[src/rtl/isst_pkg.sv]
// shared types and constants for the indexed sequential sorted table
// used by isst_ctrl, isst_dp, the top level and the checker; no dependencies
package isst_pkg;

  // store geometry
  localparam int DEPTH  = 256;
  localparam int ADDR_W = $clog2(DEPTH);
  localparam int CNT_W  = ADDR_W + 1;
  localparam int KEY_W  = 32;
  localparam int WIN_W  = 9;
  localparam int CUR_W  = WIN_W + 1;

  localparam logic [WIN_W-1:0] WIN_RESET = WIN_W'(4);

  // operation codes
  localparam logic [1:0] MODE_SEARCH = 2'd0;
  localparam logic [1:0] MODE_INSERT = 2'd1;
  localparam logic [1:0] MODE_DELETE = 2'd2;

  // result status codes
  localparam logic [1:0] RES_OK   = 2'd0;
  localparam logic [1:0] RES_MISS = 2'd1;
  localparam logic [1:0] RES_FULL = 2'd2;

  // controller states
  typedef enum logic [3:0] {
    S_IDLE,
    S_IDX_RD,
    S_IDX_CMP,
    S_POST,
    S_SCAN_RD,
    S_SCAN_CMP,
    S_UP_RD,
    S_UP_WR,
    S_KEY_WR,
    S_DN_RD,
    S_DN_WR,
    S_DONE
  } state_t;

  // controller to datapath commands
  typedef struct packed {
    logic       load;
    logic       idx_rd;
    logic       idx_step;
    logic       scan_init;
    logic       scan_rd;
    logic       scan_step;
    logic       up_init;
    logic       up_rd;
    logic       up_wr;
    logic       key_wr;
    logic       dn_init;
    logic       dn_rd;
    logic       dn_wr;
    logic       dec_count;
    logic       finish;
    logic [1:0] res;
  } cmd_t;

  // datapath to controller status
  typedef struct packed {
    logic is_ins;
    logic is_del;
    logic full;
    logic cnt_zero;
    logic idx_more;
    logic idx_pass;
    logic scan_more;
    logic scan_stop;
    logic up_more;
    logic dn_more;
  } sts_t;

endpackage

[src/rtl/isst_ctrl.sv]
// controller state machine for the indexed sequential sorted table
// depends on isst_pkg for the state enum and the command and status structs
module isst_ctrl (
  input  logic          clk,
  input  logic          rst_n,
  input  logic          start,
  output logic          busy,
  input  isst_pkg::sts_t sts,
  output isst_pkg::cmd_t cmd
);

  isst_pkg::state_t state_r, state_nxt;

  // state register
  always_ff @(posedge clk) begin
    if (!rst_n) begin
      state_r <= isst_pkg::S_IDLE;
    end else begin
      state_r <= state_nxt;
    end
  end

  assign busy = (state_r != isst_pkg::S_IDLE);

  // next state and commands
  always_comb begin
    state_nxt = state_r;
    cmd       = '0;
    cmd.res   = isst_pkg::RES_OK;
    case (state_r)
      isst_pkg::S_IDLE: begin
        if (start) begin
          cmd.load  = 1'b1;
          state_nxt = isst_pkg::S_IDX_RD;
        end
      end
      // walk the primary index, one window head at a time
      isst_pkg::S_IDX_RD: begin
        if (sts.idx_more) begin
          cmd.idx_rd = 1'b1;
          state_nxt  = isst_pkg::S_IDX_CMP;
        end else begin
          state_nxt = isst_pkg::S_POST;
        end
      end
      isst_pkg::S_IDX_CMP: begin
        cmd.idx_step = 1'b1;
        state_nxt    = sts.idx_pass ? isst_pkg::S_IDX_RD : isst_pkg::S_POST;
      end
      // decide on the window result
      isst_pkg::S_POST: begin
        if (sts.is_ins) begin
          if (sts.full) begin
            cmd.finish = 1'b1;
            cmd.res    = isst_pkg::RES_FULL;
            state_nxt  = isst_pkg::S_IDLE;
          end else if (sts.cnt_zero) begin
            cmd.up_init = 1'b1;
            state_nxt   = isst_pkg::S_UP_RD;
          end else begin
            cmd.scan_init = 1'b1;
            state_nxt     = isst_pkg::S_SCAN_RD;
          end
        end else if (sts.cnt_zero) begin
          cmd.finish = 1'b1;
          cmd.res    = isst_pkg::RES_MISS;
          state_nxt  = isst_pkg::S_IDLE;
        end else begin
          cmd.scan_init = 1'b1;
          state_nxt     = isst_pkg::S_SCAN_RD;
        end
      end
      // scan the chosen window
      isst_pkg::S_SCAN_RD: begin
        if (sts.scan_more) begin
          cmd.scan_rd = 1'b1;
          state_nxt   = isst_pkg::S_SCAN_CMP;
        end else if (sts.is_ins) begin
          cmd.up_init = 1'b1;
          state_nxt   = isst_pkg::S_UP_RD;
        end else begin
          cmd.finish = 1'b1;
          cmd.res    = isst_pkg::RES_MISS;
          state_nxt  = isst_pkg::S_IDLE;
        end
      end
      isst_pkg::S_SCAN_CMP: begin
        cmd.scan_step = 1'b1;
        if (sts.scan_stop) begin
          if (sts.is_ins) begin
            cmd.up_init = 1'b1;
            state_nxt   = isst_pkg::S_UP_RD;
          end else if (sts.is_del) begin
            cmd.dn_init = 1'b1;
            state_nxt   = isst_pkg::S_DN_RD;
          end else begin
            cmd.finish = 1'b1;
            cmd.res    = isst_pkg::RES_OK;
            state_nxt  = isst_pkg::S_IDLE;
          end
        end else begin
          state_nxt = isst_pkg::S_SCAN_RD;
        end
      end
      // open a gap for the insert, top entry first
      isst_pkg::S_UP_RD: begin
        if (sts.up_more) begin
          cmd.up_rd = 1'b1;
          state_nxt = isst_pkg::S_UP_WR;
        end else begin
          state_nxt = isst_pkg::S_KEY_WR;
        end
      end
      isst_pkg::S_UP_WR: begin
        cmd.up_wr = 1'b1;
        state_nxt = isst_pkg::S_UP_RD;
      end
      isst_pkg::S_KEY_WR: begin
        cmd.key_wr = 1'b1;
        state_nxt  = isst_pkg::S_DONE;
      end
      // close the gap left by a delete
      isst_pkg::S_DN_RD: begin
        if (sts.dn_more) begin
          cmd.dn_rd = 1'b1;
          state_nxt = isst_pkg::S_DN_WR;
        end else begin
          cmd.dec_count = 1'b1;
          state_nxt     = isst_pkg::S_DONE;
        end
      end
      isst_pkg::S_DN_WR: begin
        cmd.dn_wr = 1'b1;
        state_nxt = isst_pkg::S_DN_RD;
      end
      isst_pkg::S_DONE: begin
        cmd.finish = 1'b1;
        cmd.res    = isst_pkg::RES_OK;
        state_nxt  = isst_pkg::S_IDLE;
      end
      default: begin
        state_nxt = isst_pkg::S_IDLE;
      end
    endcase
  end

endmodule

[config.mk]
export PLATFORM = sky130hd
export DESIGN_NAME = isst_ctrl
export DESIGN_NICKNAME = d
export VERILOG_FILES = /design/src/rtl/isst_pkg.sv /design/src/rtl/isst_ctrl.sv
export SDC_FILE = /design/constraint.sdc
export NUM_CORES = 1
export LEC_CHECK = 0
export ABC_AREA = 0
export BUFFER_PORTS_ARGS = -buffer_cell sky130_fd_sc_hd__buf_2
export CAP_MARGIN = 15
export CORE_MARGIN = 4
export CORE_UTILIZATION = 40
export CTS_BUF_LIST = sky130_fd_sc_hd__clkbuf_4 sky130_fd_sc_hd__clkbuf_8
export CTS_CLUSTER_SIZE = 8
export DETAILED_ROUTE_END_ITERATION = 10
export PLACE_DENSITY = 0.76
export SETUP_SLACK_MARGIN = 0.4
export SYNTH_ARGS = -nofsm -noshare
export SYNTH_HDL_FRONTEND = slang
export SYNTH_SLANG_ARGS = --single-unit
[constraint.sdc]
create_clock -name clk -period 1.2 [get_ports clk]
set_input_delay 0.18 -clock clk [delete_from_list [all_inputs] [get_ports clk]]
set_output_delay 0.18 -clock clk [all_outputs]
set_load 0.005 [all_outputs]
# Word level (Yosys, flattened, before mapping)
# Cells that the tools add are included.
# word_totals
register_bits	4
latch_bits	0
ramBits	0
rom_bits	0
input_bits	13
out_inout_bits	18
elab_cells	71
memories	0
# classes
addsub	0
n_mul	0
div	0
order_cmp	0
eq_ne	12
n_shift	0
muxes	56
bitwise	0
reduce_logical	2
# ops
op	n
case mux 4 bit (11 select lines)	1
2-to-1 mux 1 bit	33
2-to-1 mux 3 bit	11
2-to-1 mux 4 bit	7
equality test 4 x 3 -> 1 bit (second input constant)	4
equality test 4 bit (second input constant)	4
case mux 3 bit (4 select lines)	1
equality test 4 x 2 -> 1 bit (second input constant)	2
equality test 4 x 1 -> 1 bit (second input constant)	1
zero test 4 bit	1
2-to-1 mux 2 bit	2
nonzero test 4 bit	1
case mux 1 bit (3 select lines)	1
!= test 2 bit (second input constant)	1

# Longest topological paths before layout
# logic_depth
word_depth	4
depth_mapped	5
ltp_nobuf	4

# Least setup slack after synthesis
# No wires, ideal clock.
# synth_path
path_type	reg2out
start	register state_r[0]
end	output cmd[2] in the netlist's numbering
t_arrival_ps	1041
t_required_ps	1020
setup_slack_ps	-21
stages_incl_launch_ff	6
n_path_buf	1
path_cell_list	dfxtp_1 buf_6 nor4b_1 o21ai_1 a21boi_1 o32ai_1
# synth_rtl
element	line	rtl
start: declaration	isst_ctrl.sv:12	isst_pkg::state_t state_r, state_nxt;
start signal: assignment	isst_ctrl.sv:17	state_r <= isst_pkg::S_IDLE;
start signal: assignment	isst_ctrl.sv:19	state_r <= state_nxt;
end: declaration	isst_ctrl.sv:9	output isst_pkg::cmd_t cmd

==> results.toml <==
[worst_setup_path]
crit_fanout = 7
end_kind = "primary output"
critPathKind = "reg2out"
cp_data_arrival_time_ns = 1.42
crit_required_ns = 1.02
setup.worst_path.start_class = "flip-flop"

[place]
place.port_buffers = 30
finalWeightedCongestion = 0.8228
postPlaceCellArea_um2 = 858.3
hpwlAfterDp_um = 1484

[die]
dieHeight_um = 45.44
ios = 31
placeableCoreArea_um2 = 1318
die_width_um = 45.44
design.die.area_um2 = 2064
floorplan.initialDensity = 0.4255
floorplan.rows = 13

[cells_and_area]
final_cell_mix = "sky130_fd_sc_hd__buf_2, sky130_fd_sc_hd__buf_4, sky130_fd_sc_hd__nor2_1, sky130_fd_sc_hd__nand2_1, sky130_fd_sc_hd__buf_6"
finalNetCount = 151
postLayoutCellArea_um2 = 1109
drive_gt1_frac = 0.6934
mostFrequentLayoutCell = "sky130_fd_sc_hd__buf_2"
postLayoutCoreUtil = 0.8414
reg.largest.list = "state_r (4)"
layout.filler_cells = 72
flow.area_growth_from_synthesis_pct = 97.77
antenna_cells = 0
largest_reg_flops = 4
registers.top_by_ff_count = "state_r"

[global_routing]
via_count_of_the_first_global_routing_pass = 876
global_route.usage.total = 0.2706
grt_overflow_total = 0
grt_pass1_wl_um = 4002
grt_max_degree = 14
initial_antenna_violation_count = 0

[routing]
drt_wl_total_um = 2701
drt_pass1_iterations = 4
wl_per_cell_um = 17.77
antenna_left = 0
detail_route.drc_violations = 0
drt_first_iter_violations = 36
number_of_vias_in_the_routed_layout = 885
vias_per_inst = 5.822

[timing]
hold_viol_final = 0
hold_slack_ns = 0.2253
post-route-worst-setup-slack_ns = -0.3975
rsz0062_at_grt = "yes"
final.setup_skew_ns = 0.009992
layout_worst_path_cycle_share = 1.331
period_minus_slack_ns = 1.597
slew_headroom = 0.8071
timing_max_transition_violations_final = 0
fmaxAchievable_mhz = 626.0
worst-slew-pin-transition_ns = 0.2882
report.final.setup_viol = 22

[yosys]
dominant_register_cell_in_the_synthesized_netlist = "sky130_fd_sc_hd__dfxtp_1"
synthesis.yosys.warnings = 0
synth_sequential_area_ratio = 0.1429
asyncSetResetFlopFracSynth = 0
post_synth_num_cell_types = 33
synthesis.area_um2 = 560.5
net_count_of_the_mapped_netlist = 94
syn_inst = 81
avg_inst_size_synth_um2 = 6.920
number_of_flops_mapped_to_enable_cells_by_yosys = 0
flip_flop_and_latch_count_after_synthesis = 4

[status]
run_status = "finished, violations left"
failing_checks = "setup timing"

[clocking]
cts_max_path_buffers = 2
clock_tree_from_tritoncts = "done"
htree_num_levels = 1
clock_sink_count = 4
clk_transition_reported_paths_ns = 0.04
root_buffer = "sky130_fd_sc_hd__clkbuf_4"
ctsHoldBuffers = 0
clk_latency_ns = 0.24
cts_made_buffers = 3

[pwr]
vdd.ir_drop.worst_mv = 0.5849
total_power_uw = 642.0
pwr_density_cell_nw_per_um2 = 579.1
power.leakage_uw = 0.0005759

[min_path]
hp-class = "in2reg"

[job]
drv_cap = 0
-- metrics by stage --
| step | cells | setup TNS [ns] | worst slack, ns |
|---|---|---|---|
| 5_1_grt | 152 | -6.656 | -0.4368 |
| 3_3_place_gp | 137 | -0.2717 | -0.09691 |
| 6_report | 152 | -5.551 | -0.3975 |
| 4_1_cts | 150 | -4.133 | -0.3385 |
| 2_1_floorplan | 81 | 0 | 0.05696 |
| 3_5_place_dp | 137 | -0.4632 | -0.1345 |
-- what timing repair did --
action                                  4_1_cts  5_1_grt
hold endpoints to repair                      0        0
pin swaps                                     8        7
gates resized for setup                      21       12
endpoints found under the setup margin       22       22
buffers inserted                              9        2
-- where the power goes --
part | switching [uW] | total (uW) | internal, uW | leakage (uW)
clock | 58.7 | 206 | 147 | 0.0000184
combinational | 146 | 279 | 133 | 0.000522
sequential | 20.0 | 157 | 137 | 0.0000355
total | 224 | 642 | 418 | 0.000576
-- synthesized netlist by cell type, types with 3 or more instances --
library cell               n  area, um2
sky130_fd_sc_hd__buf_2     3      15.01
sky130_fd_sc_hd__nor2_1    8      30.03
sky130_fd_sc_hd__o21ai_0   6      30.03
sky130_fd_sc_hd__a31oi_1   3      18.77
sky130_fd_sc_hd__nand2b_1  3      18.77
sky130_fd_sc_hd__and3_1    4      25.02
sky130_fd_sc_hd__dfxtp_1   4      80.08
sky130_fd_sc_hd__nor3_1    4      20.02
sky130_fd_sc_hd__a21oi_1   5      25.02
sky130_fd_sc_hd__nand2_1   6      22.52
sky130_fd_sc_hd__inv_1     6      22.52
-- cell families after synthesis --
| group | after synthesis | share of synthesized area |
|---|---|---|
| AO/OA/AOI/OAI | 24 | 0.2902 |
| flip-flops | 4 | 0.1429 |
| buffers and inverters | 13 | 0.1272 |
| AND/OR/NAND/NOR | 40 | 0.4397 |
-- final cells by class --
cell class,instances,area (um2),share of cell area
multi-input cells,64,556.8,0.5023
well taps,15,18.77,0.01693
inverters,7,28.78,0.02596
clock buffers,4,30.03,0.02709
flip-flops and latches,4,95.09,0.08578
repair buffers,58,379.1,0.3420
-- layer usage --
metal  up-vias  part of all wire  GRT usage
met2        47              0.51     0.4680
met5         -                 0          0
li1        404                 -          -
met1       426              0.40     0.3310
met3         8             0.068    0.02767
met4         0             0.020     0.1228
-- path summary, 6_finish.rpt --
check / start / end / slack, ns / cells past startpoint
max: state_r[1] / cmd[8] / -0.40 / 6
min: rst_n / state_r[3] / 0.23 / 3
max reg2reg: state_r[1] / state_r[0] / -0.32 / 7
min reg2reg: state_r[2] / state_r[3] / 0.80 / 4
-- worst max-delay path, stage by stage (launching register included) --
cell and delay (ns):
sky130_fd_sc_hd__dfxtp_4 0.38, sky130_fd_sc_hd__buf_4 0.15, sky130_fd_sc_hd__buf_4 0.13, sky130_fd_sc_hd__buf_4 0.13, sky130_fd_sc_hd__buf_6 0.13, sky130_fd_sc_hd__and3_1 0.14, sky130_fd_sc_hd__buf_2 0.12
Power figures use the tool's default switching activity.
